===== src/rtl/pts_pkg.sv =====
// Package for the periodic task scheduler: codes, defaults, control struct.
// No dependencies; used by pts_cell and periodic_task_scheduler.
package pts_pkg;

   localparam int DEF_MAX_TASKS = 8;
   localparam int DEF_TIME_BITS = 16;

   localparam int IVL_W     = 16;  // interval register width
   localparam int NOW_W     = 32;  // tick counter width
   localparam int CNT_W     = 5;   // sequencer step counter
   localparam int PEND_W    = 8;
   localparam int MISS_LEVEL = 2;
   localparam int CSR_IDX_W = 2;
   localparam int CSR_DAT_W = 16;

   typedef enum logic [1:0] {
      STRAT_RM  = 2'd0,
      STRAT_EDF = 2'd1,
      STRAT_LLF = 2'd2,
      STRAT_FP  = 2'd3
   } strat_type;

   typedef enum logic [CSR_IDX_W-1:0] {
      CSR_STRATEGY   = 2'd0,
      CSR_INTERVAL   = 2'd1,
      CSR_TASK_COUNT = 2'd2
   } csr_idx_type;

   typedef enum logic {
      CMD_TICK  = 1'b0,
      CMD_WRITE = 1'b1
   } cmd_type;

   // Broadcast from the sequencer to every task cell.
   typedef struct packed {
      logic             update;
      logic             load_key;
      logic             rank_step;
      logic             rank_last;
      logic             mod_clear;
      logic             mod_step;
      logic [CNT_W-1:0] mod_idx;
      logic             commit;
      strat_type        strategy;
      logic [IVL_W-1:0] quantum;
   } ctl_type;

endpackage


===== src/rtl/pts_req_if.sv =====
// Request channel: tick or task table write.
// Depends on nothing.
interface pts_req_if;
   logic        valid;
   logic        ready;
   logic        command;
   logic [2:0]  task_index;
   logic [15:0] period_ticks;
   logic [15:0] run_ticks;
   logic [7:0]  prio_level;
   logic        round_robin;

   modport source (output valid, command, task_index, period_ticks, run_ticks,
                   prio_level, round_robin, input ready);
   modport sink   (input valid, command, task_index, period_ticks, run_ticks,
                   prio_level, round_robin, output ready);
endinterface


===== src/rtl/pts_rsp_if.sv =====
// Response channel: one scheduling result per tick.
// Depends on nothing.
interface pts_rsp_if;
   logic        valid;
   logic        ready;
   logic [31:0] now;
   logic        running_valid;
   logic [2:0]  running_id;
   logic        running_changed;
   logic        done_valid;
   logic [2:0]  done_id;
   logic [7:0]  released_mask;
   logic [7:0]  missed_mask;

   modport source (output valid, now, running_valid, running_id, running_changed,
                   done_valid, done_id, released_mask, missed_mask, input ready);
   modport sink   (input valid, now, running_valid, running_id, running_changed,
                   done_valid, done_id, released_mask, missed_mask, output ready);
endinterface


===== src/rtl/pts_cell.sv =====
// One task cell: table entry, job state, key, rank counter and ring token.
// Depends on pts_pkg.
module pts_cell import pts_pkg::*; #(
   parameter int MAX_TASKS = DEF_MAX_TASKS,
   parameter int TIME_BITS = DEF_TIME_BITS,
   parameter int IDX       = 0,
   localparam int KW       = TIME_BITS + 2,
   localparam int RW       = $clog2(MAX_TASKS)
) (
   input  logic                 clock,
   input  logic                 reset,
   input  ctl_type              ctl,
   input  logic                 used_i,
   input  logic                 wr_en_i,
   input  logic [TIME_BITS-1:0] wr_period_i,
   input  logic [TIME_BITS-1:0] wr_runtime_i,
   input  logic [7:0]           wr_prio_i,
   input  logic                 wr_rr_i,
   input  logic signed [KW-1:0] tok_key_i,
   input  logic [RW-1:0]        tok_id_i,
   input  logic                 tok_used_i,
   output logic signed [KW-1:0] tok_key_o,
   output logic [RW-1:0]        tok_id_o,
   output logic                 tok_used_o,
   input  logic                 pick_i,
   output logic [RW-1:0]        rank_o,
   output logic                 elig_o,
   output logic                 last_o,
   output logic                 done_o,
   output logic                 rel_o,
   output logic                 miss_o
);

   localparam logic [RW-1:0]        MY_ID = RW'(IDX);
   localparam logic [TIME_BITS-1:0] T_MAX = '1;

   logic [TIME_BITS-1:0] period_ff, runtime_ff;
   logic [7:0]           prio_ff;
   logic                 rr_ff;
   logic [TIME_BITS-1:0] progress_ff, progress_in;
   logic [TIME_BITS-1:0] until_ff, until_in;
   logic [PEND_W-1:0]    pend_ff, pend_in;
   logic [RW-1:0]        rank_ff, rank_in;
   logic [RW-1:0]        acc_ff, acc_in;
   logic [IVL_W-1:0]     res_ff, res_in;
   logic                 last_ff, last_in;
   logic signed [KW-1:0] key_ff;
   logic signed [KW-1:0] tkey_ff;
   logic [RW-1:0]        tid_ff;
   logic                 tused_ff;

   logic                 done, rel, expired, tok_first, pbit;
   logic [PEND_W-1:0]    pend_dec, pend_rel;
   logic [TIME_BITS:0]   deadline;
   logic signed [KW-1:0] key;
   logic [NOW_W-1:0]     pext;
   logic [IVL_W:0]       r2, rinc;

   assign done     = last_ff & used_i & (progress_ff == runtime_ff);
   assign pend_dec = (done && pend_ff != '0) ? pend_ff - 1'b1 : pend_ff;
   assign rel      = used_i & (until_ff == '0);
   assign pend_rel = (pend_dec == '1) ? pend_dec : pend_dec + 1'b1;

   assign deadline = {1'b0, until_ff} + 1'b1;
   assign expired  = rr_ff & (progress_ff != '0) & (res_ff == '0);

   always_comb begin
      case (ctl.strategy)
         STRAT_RM:  key = KW'(period_ff);
         STRAT_EDF: key = KW'(deadline);
         STRAT_LLF: key = KW'(deadline) - KW'(runtime_ff) + KW'(progress_ff);
         STRAT_FP:  key = KW'({prio_ff, expired});
         default:   key = KW'(period_ff);
      endcase
   end

   always_comb begin
      if (tused_ff != used_i) begin
         tok_first = tused_ff;
      end else if (used_i && tkey_ff != key_ff) begin
         tok_first = tkey_ff < key_ff;
      end else begin
         tok_first = tid_ff < MY_ID;
      end
   end

   assign pext = NOW_W'(progress_ff);
   assign pbit = pext[ctl.mod_idx];
   assign r2   = {res_ff, pbit};
   assign rinc = {1'b0, res_ff} + 1'b1;

   always_comb begin
      progress_in = progress_ff;
      until_in    = until_ff;
      pend_in     = pend_ff;
      rank_in     = rank_ff;
      acc_in      = acc_ff;
      res_in      = res_ff;
      last_in     = last_ff;
      if (ctl.update && used_i) begin
         if (rel) begin
            until_in    = (period_ff != '0) ? period_ff - 1'b1 : '0;
            progress_in = '0;
            res_in      = '0;
            pend_in     = pend_rel;
         end else begin
            until_in = until_ff - 1'b1;
            pend_in  = pend_dec;
         end
      end
      if (ctl.load_key) begin
         acc_in = '0;
      end
      if (ctl.rank_step) begin
         acc_in = acc_ff + RW'(tok_first);
         if (ctl.rank_last) begin
            rank_in = acc_ff + RW'(tok_first);
         end
      end
      if (ctl.mod_clear) begin
         res_in = '0;
      end
      if (ctl.mod_step) begin
         res_in = (r2 >= {1'b0, ctl.quantum}) ? IVL_W'(r2 - {1'b0, ctl.quantum})
                                              : IVL_W'(r2);
      end
      if (ctl.commit) begin
         last_in = pick_i;
         if (pick_i && progress_ff != T_MAX) begin
            progress_in = progress_ff + 1'b1;
            res_in      = (rinc == {1'b0, ctl.quantum}) ? '0 : IVL_W'(rinc);
         end
      end
   end

   always_ff @(posedge clock) begin
      if (reset) begin
         progress_ff <= '0;
         until_ff    <= '0;
         pend_ff     <= '0;
         rank_ff     <= MY_ID;
         acc_ff      <= '0;
         res_ff      <= '0;
         last_ff     <= 1'b0;
      end else begin
         progress_ff <= progress_in;
         until_ff    <= until_in;
         pend_ff     <= pend_in;
         rank_ff     <= rank_in;
         acc_ff      <= acc_in;
         res_ff      <= res_in;
         last_ff     <= last_in;
      end
   end

   always_ff @(posedge clock) begin
      if (wr_en_i) begin
         period_ff  <= wr_period_i;
         runtime_ff <= wr_runtime_i;
         prio_ff    <= wr_prio_i;
         rr_ff      <= wr_rr_i;
      end
      if (ctl.load_key) begin
         key_ff   <= key;
         tkey_ff  <= key;
         tid_ff   <= MY_ID;
         tused_ff <= used_i;
      end else if (ctl.rank_step) begin
         tkey_ff  <= tok_key_i;
         tid_ff   <= tok_id_i;
         tused_ff <= tok_used_i;
      end
   end

   assign tok_key_o  = tkey_ff;
   assign tok_id_o   = tid_ff;
   assign tok_used_o = tused_ff;
   assign rank_o     = rank_ff;
   assign elig_o     = used_i & (pend_ff != '0);
   assign last_o     = last_ff;
   assign done_o     = done;
   assign rel_o      = rel;
   assign miss_o     = rel & (pend_rel >= PEND_W'(MISS_LEVEL));

endmodule


===== src/rtl/periodic_task_scheduler.sv =====
// Top level of the periodic task scheduler: sequencer, tick counter, cell row.
// Depends on pts_pkg, pts_req_if, pts_rsp_if, pts_cell.
//
//   channel  dir  handshake        carries
//   req      in   valid/ready      tick or task table write
//   rsp      out  valid/ready      one result per tick
//   csr      in   csr_we only      strategy, interval, task_count
//
// A tick runs update, key, the ring steps of the rank pass, the rank scan
// steps and commit, in that order. The rank pass is skipped on least-laxity
// ticks off the interval.
// After reset, an interval change or a tick counter wrap, the next tick first
// rebuilds the modulo-interval residues bit-serially.
// Reset is synchronous; a stalled result holds the commit of the next tick.
module periodic_task_scheduler import pts_pkg::*; #(
   parameter int MAX_TASKS = DEF_MAX_TASKS,
   parameter int TIME_BITS = DEF_TIME_BITS
) (
   input  logic                 clock,
   input  logic                 reset,
   pts_req_if.sink              req,
   pts_rsp_if.source            rsp,
   input  logic                 csr_we,
   input  logic [CSR_IDX_W-1:0] csr_index,
   input  logic [CSR_DAT_W-1:0] csr_wdata
);

   localparam int KW = TIME_BITS + 2;
   localparam int RW = $clog2(MAX_TASKS);

   typedef enum logic [6:0] {
      S_IDLE = 7'b0000001,
      S_MOD  = 7'b0000010,
      S_UPD  = 7'b0000100,
      S_KEY  = 7'b0001000,
      S_RANK = 7'b0010000,
      S_PICK = 7'b0100000,
      S_OUT  = 7'b1000000
   } state_type;

   state_type         state_ff, state_in;
   strat_type         strat_ff;
   logic [IVL_W-1:0]  ivl_ff, qsnap_ff, qsnap_in;
   logic [3:0]        tcount_ff;
   logic [CNT_W-1:0]  cnt_ff, cnt_in;
   logic [NOW_W-1:0]  tick_ff, tick_in;
   logic [IVL_W-1:0]  nres_ff, nres_in;
   logic              stale_ff, stale_in;
   logic              found_ff, found_in;
   logic [RW-1:0]     sel_ff, sel_in;
   logic [MAX_TASKS-1:0] done_vec_ff, rel_vec_ff, miss_vec_ff;

   logic              rsp_valid_ff, rsp_valid_in;
   logic [31:0]       rsp_now_ff;
   logic              rsp_rv_ff, rsp_chg_ff, rsp_dv_ff;
   logic [2:0]        rsp_rid_ff, rsp_did_ff;
   logic [7:0]        rsp_rel_ff, rsp_miss_ff;

   logic [IVL_W-1:0]  quantum;
   logic              accept, tick_acc, stale_now, resort, out_go;
   logic [IVL_W:0]    nr2, ninc;
   logic [RW-1:0]     done_id;
   logic              changed;
   ctl_type           ctl;

   logic [MAX_TASKS-1:0] used_vec, elig_vec, last_vec, done_vec, rel_vec, miss_vec;
   logic [MAX_TASKS-1:0] hit_vec, pick_vec, wr_vec;
   logic signed [KW-1:0] tok_key [MAX_TASKS];
   logic [RW-1:0]        tok_id  [MAX_TASKS];
   logic                 tok_used [MAX_TASKS];
   logic [RW-1:0]        rank    [MAX_TASKS];

   // configuration
   always_ff @(posedge clock) begin
      if (reset) begin
         strat_ff  <= STRAT_RM;
         ivl_ff    <= IVL_W'(1);
         tcount_ff <= '0;
      end else if (csr_we) begin
         case (csr_idx_type'(csr_index))
            CSR_STRATEGY:   strat_ff  <= strat_type'(csr_wdata[1:0]);
            CSR_INTERVAL:   ivl_ff    <= csr_wdata;
            CSR_TASK_COUNT: tcount_ff <= csr_wdata[3:0];
            default: ;
         endcase
      end
   end

   assign quantum   = (ivl_ff == '0) ? IVL_W'(1) : ivl_ff;
   assign accept    = req.valid & req.ready;
   assign tick_acc  = accept & (req.command == CMD_TICK);
   assign stale_now = stale_ff | (qsnap_ff != quantum);
   assign resort    = (strat_ff != STRAT_LLF) | (nres_ff == '0);
   assign out_go    = (state_ff == S_OUT) & (~rsp_valid_ff | rsp.ready);
   assign req.ready = (state_ff == S_IDLE);

   always_comb begin
      for (int i = 0; i < MAX_TASKS; i++) begin
         used_vec[i] = i < int'(tcount_ff);
         hit_vec[i]  = elig_vec[i] & (rank[i] == cnt_ff[RW-1:0]);
         pick_vec[i] = found_ff & (sel_ff == RW'(i));
         wr_vec[i]   = accept & (req.command == CMD_WRITE) & (int'(req.task_index) == i);
      end
   end

   always_comb begin
      sel_in  = sel_ff;
      done_id = '0;
      for (int i = 0; i < MAX_TASKS; i++) begin
         if (hit_vec[i]) begin
            sel_in = RW'(i);
         end
         if (done_vec_ff[i]) begin
            done_id = RW'(i);
         end
      end
      if (!(state_ff == S_PICK && !found_ff && hit_vec != '0)) begin
         sel_in = sel_ff;
      end
   end

   assign changed = (pick_vec & ~last_vec) != '0;

   // tick residue: serial remainder and increment
   assign nr2  = {nres_ff, tick_ff[ctl.mod_idx]};
   assign ninc = {1'b0, nres_ff} + 1'b1;

   always_comb begin
      ctl           = '0;
      ctl.strategy  = strat_ff;
      ctl.quantum   = quantum;
      ctl.mod_idx   = CNT_W'(NOW_W - 1) - cnt_ff;
      ctl.mod_clear = tick_acc & stale_now;
      ctl.mod_step  = (state_ff == S_MOD);
      ctl.update    = (state_ff == S_UPD);
      ctl.load_key  = (state_ff == S_KEY);
      ctl.rank_step = (state_ff == S_RANK);
      ctl.rank_last = (state_ff == S_RANK) & (cnt_ff == CNT_W'(MAX_TASKS - 1));
      ctl.commit    = out_go;
   end

   always_comb begin
      state_in     = state_ff;
      cnt_in       = cnt_ff;
      qsnap_in     = qsnap_ff;
      stale_in     = stale_ff;
      nres_in      = nres_ff;
      tick_in      = tick_ff;
      found_in     = found_ff;
      rsp_valid_in = rsp_valid_ff & ~rsp.ready;
      case (state_ff)
         S_IDLE: begin
            if (tick_acc) begin
               cnt_in = '0;
               if (stale_now) begin
                  qsnap_in = quantum;
                  stale_in = 1'b0;
                  nres_in  = '0;
                  state_in = S_MOD;
               end else begin
                  state_in = S_UPD;
               end
            end
         end
         S_MOD: begin
            nres_in = (nr2 >= {1'b0, quantum}) ? IVL_W'(nr2 - {1'b0, quantum})
                                               : IVL_W'(nr2);
            cnt_in  = cnt_ff + 1'b1;
            if (cnt_ff == CNT_W'(NOW_W - 1)) begin
               state_in = S_UPD;
            end
         end
         S_UPD: begin
            state_in = S_KEY;
         end
         S_KEY: begin
            cnt_in   = '0;
            found_in = 1'b0;
            state_in = resort ? S_RANK : S_PICK;
         end
         S_RANK: begin
            cnt_in = cnt_ff + 1'b1;
            if (cnt_ff == CNT_W'(MAX_TASKS - 1)) begin
               cnt_in   = '0;
               state_in = S_PICK;
            end
         end
         S_PICK: begin
            if (hit_vec != '0) begin
               found_in = 1'b1;
            end
            cnt_in = cnt_ff + 1'b1;
            if (cnt_ff == CNT_W'(MAX_TASKS - 1)) begin
               state_in = S_OUT;
            end
         end
         S_OUT: begin
            if (out_go) begin
               rsp_valid_in = 1'b1;
               tick_in      = tick_ff + 1'b1;
               nres_in      = (ninc == {1'b0, quantum}) ? '0 : IVL_W'(ninc);
               if (tick_ff == '1) begin
                  stale_in = 1'b1;
               end
               state_in = S_IDLE;
            end
         end
         default: state_in = S_IDLE;
      endcase
   end

   always_ff @(posedge clock) begin
      if (reset) begin
         state_ff     <= S_IDLE;
         cnt_ff       <= '0;
         qsnap_ff     <= IVL_W'(1);
         stale_ff     <= 1'b1;
         nres_ff      <= '0;
         tick_ff      <= '0;
         found_ff     <= 1'b0;
         rsp_valid_ff <= 1'b0;
      end else begin
         state_ff     <= state_in;
         cnt_ff       <= cnt_in;
         qsnap_ff     <= qsnap_in;
         stale_ff     <= stale_in;
         nres_ff      <= nres_in;
         tick_ff      <= tick_in;
         found_ff     <= found_in;
         rsp_valid_ff <= rsp_valid_in;
      end
   end

   always_ff @(posedge clock) begin
      sel_ff <= sel_in;
      if (state_ff == S_UPD) begin
         done_vec_ff <= done_vec;
         rel_vec_ff  <= rel_vec;
         miss_vec_ff <= miss_vec;
      end
      if (out_go) begin
         rsp_now_ff  <= tick_ff;
         rsp_rv_ff   <= found_ff;
         rsp_rid_ff  <= found_ff ? 3'(sel_ff) : 3'd0;
         rsp_chg_ff  <= changed;
         rsp_dv_ff   <= done_vec_ff != '0;
         rsp_did_ff  <= 3'(done_id);
         rsp_rel_ff  <= 8'(rel_vec_ff);
         rsp_miss_ff <= 8'(miss_vec_ff);
      end
   end

   assign rsp.valid           = rsp_valid_ff;
   assign rsp.now             = rsp_now_ff;
   assign rsp.running_valid   = rsp_rv_ff;
   assign rsp.running_id      = rsp_rid_ff;
   assign rsp.running_changed = rsp_chg_ff;
   assign rsp.done_valid      = rsp_dv_ff;
   assign rsp.done_id         = rsp_did_ff;
   assign rsp.released_mask   = rsp_rel_ff;
   assign rsp.missed_mask     = rsp_miss_ff;

   for (genvar g = 0; g < MAX_TASKS; g++) begin : g_cell
      pts_cell #(
         .MAX_TASKS (MAX_TASKS),
         .TIME_BITS (TIME_BITS),
         .IDX       (g)
      ) u_cell (
         .clock        (clock),
         .reset        (reset),
         .ctl          (ctl),
         .used_i       (used_vec[g]),
         .wr_en_i      (wr_vec[g]),
         .wr_period_i  (TIME_BITS'(req.period_ticks)),
         .wr_runtime_i (TIME_BITS'(req.run_ticks)),
         .wr_prio_i    (req.prio_level),
         .wr_rr_i      (req.round_robin),
         .tok_key_i    (tok_key[(g + 1) % MAX_TASKS]),
         .tok_id_i     (tok_id[(g + 1) % MAX_TASKS]),
         .tok_used_i   (tok_used[(g + 1) % MAX_TASKS]),
         .tok_key_o    (tok_key[g]),
         .tok_id_o     (tok_id[g]),
         .tok_used_o   (tok_used[g]),
         .pick_i       (pick_vec[g]),
         .rank_o       (rank[g]),
         .elig_o       (elig_vec[g]),
         .last_o       (last_vec[g]),
         .done_o       (done_vec[g]),
         .rel_o        (rel_vec[g]),
         .miss_o       (miss_vec[g])
      );
   end

`ifndef SYNTH
   a_one_last: assert property (@(posedge clock) disable iff (reset)
      $onehot0(last_vec))
      else $error("more than one cell marked as last running");

   a_miss_in_rel: assert property (@(posedge clock) disable iff (reset)
      rsp.valid |-> ((rsp.missed_mask & ~rsp.released_mask) == 8'd0))
      else $error("missed task not released");

   a_rel_used: assert property (@(posedge clock) disable iff (reset)
      (state_ff == S_OUT) |-> ((rel_vec_ff & ~used_vec) == '0))
      else $error("release of a task outside task_count");

   a_chg_run: assert property (@(posedge clock) disable iff (reset)
      rsp.valid |-> (rsp.running_valid || !rsp.running_changed))
      else $error("change flagged without a running task");

   a_tick_step: assert property (@(posedge clock) disable iff (reset)
      out_go |=> (tick_ff == $past(tick_ff) + 1'b1))
      else $error("tick counter did not advance on commit");
`endif

endmodule

===== src/flat_wrapper.sv =====
// flat-port wrapper written by rule: the top's interface ports become plain ports
module periodic_task_scheduler_flat import pts_pkg::*;
#(
   parameter int MAX_TASKS = DEF_MAX_TASKS,
   parameter int TIME_BITS = DEF_TIME_BITS
)
  (clock, reset, csr_we, csr_index, csr_wdata, req_valid, req_command, req_task_index, req_period_ticks, req_run_ticks, req_prio_level, req_round_robin, req_ready, rsp_valid, rsp_now, rsp_running_valid, rsp_running_id, rsp_running_changed, rsp_done_valid, rsp_done_id, rsp_released_mask, rsp_missed_mask, rsp_ready);
  pts_req_if req_i ();
  pts_rsp_if rsp_i ();
  input  logic clock;
  input  logic reset;
  input  logic csr_we;
  input  logic [CSR_IDX_W-1:0] csr_index;
  input  logic [CSR_DAT_W-1:0] csr_wdata;
  input wire logic [$bits(req_i.valid)-1:0] req_valid;
  input wire logic [$bits(req_i.command)-1:0] req_command;
  input wire logic [$bits(req_i.task_index)-1:0] req_task_index;
  input wire logic [$bits(req_i.period_ticks)-1:0] req_period_ticks;
  input wire logic [$bits(req_i.run_ticks)-1:0] req_run_ticks;
  input wire logic [$bits(req_i.prio_level)-1:0] req_prio_level;
  input wire logic [$bits(req_i.round_robin)-1:0] req_round_robin;
  output wire logic [$bits(req_i.ready)-1:0] req_ready;
  output wire logic [$bits(rsp_i.valid)-1:0] rsp_valid;
  output wire logic [$bits(rsp_i.now)-1:0] rsp_now;
  output wire logic [$bits(rsp_i.running_valid)-1:0] rsp_running_valid;
  output wire logic [$bits(rsp_i.running_id)-1:0] rsp_running_id;
  output wire logic [$bits(rsp_i.running_changed)-1:0] rsp_running_changed;
  output wire logic [$bits(rsp_i.done_valid)-1:0] rsp_done_valid;
  output wire logic [$bits(rsp_i.done_id)-1:0] rsp_done_id;
  output wire logic [$bits(rsp_i.released_mask)-1:0] rsp_released_mask;
  output wire logic [$bits(rsp_i.missed_mask)-1:0] rsp_missed_mask;
  input wire logic [$bits(rsp_i.ready)-1:0] rsp_ready;
  assign req_i.valid = req_valid;
  assign req_i.command = req_command;
  assign req_i.task_index = req_task_index;
  assign req_i.period_ticks = req_period_ticks;
  assign req_i.run_ticks = req_run_ticks;
  assign req_i.prio_level = req_prio_level;
  assign req_i.round_robin = req_round_robin;
  assign req_ready = req_i.ready;
  assign rsp_valid = rsp_i.valid;
  assign rsp_now = rsp_i.now;
  assign rsp_running_valid = rsp_i.running_valid;
  assign rsp_running_id = rsp_i.running_id;
  assign rsp_running_changed = rsp_i.running_changed;
  assign rsp_done_valid = rsp_i.done_valid;
  assign rsp_done_id = rsp_i.done_id;
  assign rsp_released_mask = rsp_i.released_mask;
  assign rsp_missed_mask = rsp_i.missed_mask;
  assign rsp_i.ready = rsp_ready;
  periodic_task_scheduler #(.MAX_TASKS(MAX_TASKS), .TIME_BITS(TIME_BITS)) u_core (.clock(clock), .reset(reset), .req(req_i), .rsp(rsp_i), .csr_we(csr_we), .csr_index(csr_index), .csr_wdata(csr_wdata));
endmodule

===== config.mk =====
export PLATFORM = sky130hd
export DESIGN_NAME = periodic_task_scheduler_flat
export DESIGN_NICKNAME = d
export VERILOG_FILES = /design/src/rtl/pts_pkg.sv /design/src/rtl/pts_req_if.sv /design/src/rtl/pts_rsp_if.sv /design/src/rtl/pts_cell.sv /design/src/rtl/periodic_task_scheduler.sv /design/src/flat_wrapper.sv
export SDC_FILE = /design/constraint.sdc
export NUM_CORES = 2
export LEC_CHECK = 0
export BUFFER_PORTS_ARGS = -buffer_cell sky130_fd_sc_hd__clkbuf_2
export CAP_MARGIN = 10
export CORE_MARGIN = 4
export CORE_UTILIZATION = 30
export CTS_CLUSTER_SIZE = 20
export DETAILED_ROUTE_END_ITERATION = 10
export SYNTH_ARGS = -nofsm -noshare
export SYNTH_HDL_FRONTEND = slang
export SYNTH_SLANG_ARGS = --single-unit

===== constraint.sdc =====
create_clock -name clock -period 11.4 [get_ports clock]
set_clock_uncertainty 0.15 [all_clocks]
set_input_delay 2.28 -clock clock [delete_from_list [all_inputs] [get_ports clock]]
set_output_delay 2.28 -clock clock [all_outputs]
set_load 0.1 [all_outputs]

==> results by group <==
Floorplan
  • Initial core utilization: 30.21%
  • Die area: 327300 µm²
  • Row cnt: 206
  • Die X: 572.1 µm
  • Core region area: 316000 µm²
  • Die height: 572.1 µm
  • Io pins: 127

Yosys
  • Simple-gate share of the synthesized area: 19.12%
  • Fraction of the mapped netlist area in adder cells: 11.37%
  • Post-Synth XOR/XNOR Area: 8.485%
  • Post-synthesis compound-gate area fraction: 15.25%
  • Post-synthesis cell type count: 104
  • Async SR Flop Fraction: 0%
  • Yosys top cell by area: edfxtp_1
  • Post-synth top cells: 1135 x nand2_1, 927 x inv_1, 801 x nor2_1, 708 x edfxtp_1, 707 x a21oi_1
  • Seq/Total Area, Yosys: 35.46%
  • Ys flop type: edfxtp_1
  • Cells after Synth: 10890
  • Post-synthesis net count: 11740
  • Post-synth EDFFs: 708
  • Ranking of synthesized cells by area: edfxtp_1 22%, dfxtp_1 13%, ha_1 8.5%
  • Warnings from Yosys: 0
  • Synthesized area: 95470 µm²
  • Combinational family with the most area after synthesis: simple AND/OR/NAND/NOR gates
  • Seq cells post-synth: 1337
  • Most frequent cell after synthesis: nand2_1
  • Avg Inst Size Synth: 8.769 µm²
  • Post-synth top area share: 22.27%
  • Multiplexer share of the synthesized area: 4.299%

Pwr
  • Worst VDD drop: 0.0001024 V
  • PwrDens: 113.4 nW/µm²
  • Leak: 40.65 nW

Setup path
  • Flop2flop setup slack: 5.00 ns
  • Crit end category: flip-flop
  • R2R depth: 15
  • CP Data Arrival Time: 6.91 ns
  • Crit path launch: u_core.cnt_ff[0]
  • Critical Path Sink: u_core.g_cell[4].u_cell.res_ff[5]
  • CP Max Fanout: 29
  • Worst Setup Start Kind: flip-flop
  • Worst R2R End: u_core.g_cell[4].u_cell.res_ff[5]
  • Worst Setup Path Type: reg -> reg
  • R2R Path Start: u_core.cnt_ff[0]
  • Critical path data required time: 11.91 ns

Clock network
  • Clock buffer depth: 4
  • H-tree depth: 4
  • Clk Latency, worst-skew pair: 0.88 ns
  • Clock root buffer master: clkbuf_16
  • Clock-pin slew on the worst setup and hold paths: 0.06 ns
  • Cts hold-fix bufs: 0
  • TritonCTS Buffers: 163
  • Post_cts resized: 0
  • # clock sinks: 1337
  • CTS tree: built
  • Setup Buffers After CTS: 0

Timing
  • PnR worst setup slack: 5.000 ns
  • Final hold slack: 0.2617 ns
  • Fmax: 0.1563 GHz
  • Final setup viols: 0
  • RSZ-0062 raised after global routing: no
  • Slew margin rel.: 19.62%
  • Slew Viols, Final: 0
  • Period utilisation layout: 56.14%
  • Final hold vios: 0
  • Tmin final: 6.400 ns
  • Slew @ Worst Pin: 1.204 ns
  • Setup_tns: 0 ns

Detailed routing
  • Drt total wl: 350800 µm
  • DRC viols: 0
  • Via count: 84030
  • Wire per inst: 23.25 µm
  • First DRT Iteration DRCs: 10500
  • Antenna viol nets, final: 0
  • First-pass DRT Iterations: 7
  • Vias/cell: 5.569

Layout
  • Multi-input logic area: 56110 µm²
  • Fin util: 33.56%
  • Final Cell Area: 106000 µm²
  • Fillers: 32720
  • Reg area: 33870 µm²
  • Synth-to-layout area growth: 11.08%
  • Share of layout cells above drive strength 1: 7.755%
  • Nets@finish: 11590

Placement
  • Buffers on Ports: 126
  • Dpl cell area: 100300 µm²
  • Place WS: 5.131 ns
  • HPWL after DPL: 251600 µm
  • Routability congestion estimate: 0.9175

Global route
  • First-pass GRT wire length: 512600 µm
  • Initial antenna violation count: 54
  • Vias in the first global route: 76330
  • GRT Total Usage: 20.62%
  • Grt ovf: 0
  • Largest net degree at the start of global routing: 113

Run status
  • Status: finished, final reports clean

Min path
  • Hold Path Cell Cnt: 0
  • Hold WC Path Type: reg -> reg

Run
  • Max-Cap Viols: 0
[kinds of logic after synthesis]
kind of cell    count (synthesis)
xor+xnor                      909
flops                        1337
compound gates               2291
fa+ha+maj                     785
mux                           274
buf+inv                      1516
simple gates                 3775
[state kept, by name, summed over array words and instances (netlist names), 16 cells and up]
name / flops
u_core.g_cell.u_cell.key_ff: 144
u_core.g_cell.u_cell.tok_key_o: 144
u_core.g_cell.u_cell.period_ff: 128
u_core.g_cell.u_cell.progress_ff: 128
u_core.g_cell.u_cell.res_ff: 128
u_core.g_cell.u_cell.runtime_ff: 128
u_core.g_cell.u_cell.until_ff: 128
u_core.g_cell.u_cell.pend_ff: 64
u_core.g_cell.u_cell.prio_ff: 64
u_core.rsp.now: 32
u_core.tick_ff: 32
u_core.g_cell.u_cell.acc_ff: 24
u_core.g_cell.u_cell.rank_o: 24
u_core.g_cell.u_cell.tok_id_o: 24
u_core.ivl_ff: 16
u_core.nres_ff: 16
u_core.qsnap_ff: 16
[stage by stage]
step / instances / power (mW)
after global routing: 15040 / 12.37
after global placement: 14730 / 6.569
after detailed placement: 14730 / 6.571
after CTS: 15020 / 12.07
final: 15090 / 12.02
after floorplan: 10890 / 6.080
[worst min path at each step]
stage,from,to,slack [ns]
2_1_floorplan,u_core.miss_vec_ff[0],u_core.rsp.missed_mask[0],0.25
3_3_place_gp,u_core.rel_vec_ff[1],u_core.rsp.released_mask[1],0.25
3_5_place_dp,u_core.rel_vec_ff[6],u_core.rsp.released_mask[6],0.26
4_1_cts,u_core.rel_vec_ff[2],u_core.rsp.released_mask[2],0.27
5_1_grt,u_core.miss_vec_ff[1],u_core.rsp.missed_mask[1],0.27
6_report,u_core.rel_vec_ff[2],u_core.rsp.released_mask[2],0.26
[placed cells by master, fill, tap and decap left out, types with 125 or more instances in the layout]
master	Yosys	layout
dfxtp_1	629	623
o21ai_0	500	500
inv_1	927	923
ha_1	648	648
nand3_1	431	430
a21o_1	153	153
and3_1	140	139
nand4_1	216	216
a21oi_1	707	704
buf_4	1	128
edfxtp_1	708	708
nand2_1	1135	1133
xor2_1	311	311
clkbuf_2	3	125
clkbuf_16	0	167
xnor2_1	588	588
nor2_1	801	785
nor4_1	147	147
fa_1	137	137
nor3_1	359	354
[cell type report]
| type | count | area share [%] |
|---|---|---|
| clock inverter | 80 | 0.9734 |
| sequential | 1337 | 31.94 |
| timing repair buffer | 256 | 1.522 |
| clock buffer | 211 | 4.238 |
| inverter | 940 | 3.340 |
| multi-input combinational | 8034 | 52.91 |
| tap | 4160 | 4.908 |
| antenna | 71 | 0.1675 |
[layer usage]
metal | wire, µm | track usage, % | vias to the layer above | part of all wire (%)
met5 | 13 | 0 | - | 0.0037
met4 | 17540 | 10.08 | 2 | 5.0
met3 | 35320 | 3.823 | 699 | 10
met2 | 152600 | 31.17 | 4241 | 44
met1 | 145300 | 28.21 | 40330 | 41
li1 | - | - | 38760 | -
[worst max-delay path, stage by stage (launching register included)]
cell	delay (ns)
dfxtp_4	0.82
buf_4	0.65
mux4_2	0.60
mux4_2	0.61
nand2_1	0.15
ha_1	0.18
nor2b_1	0.06
o31a_1	0.26
o31ai_1	0.34
a21oi_1	0.14
o21ai_0	0.35
a31oi_1	0.43
a21oi_1	0.72
mux2_2	0.41
a221oi_1	0.24
nor3_1	0.08
[power by group]
group          total [mW]  leakage, nW  switching [mW]  internal [mW]
logic                1.31         26.5           0.913          0.400
registers            5.19         11.5          0.0821           5.11
clock network        5.52         2.68            2.24           3.29
total                12.0         40.6            3.23           8.79
Power figures use the tool's default switching activity.
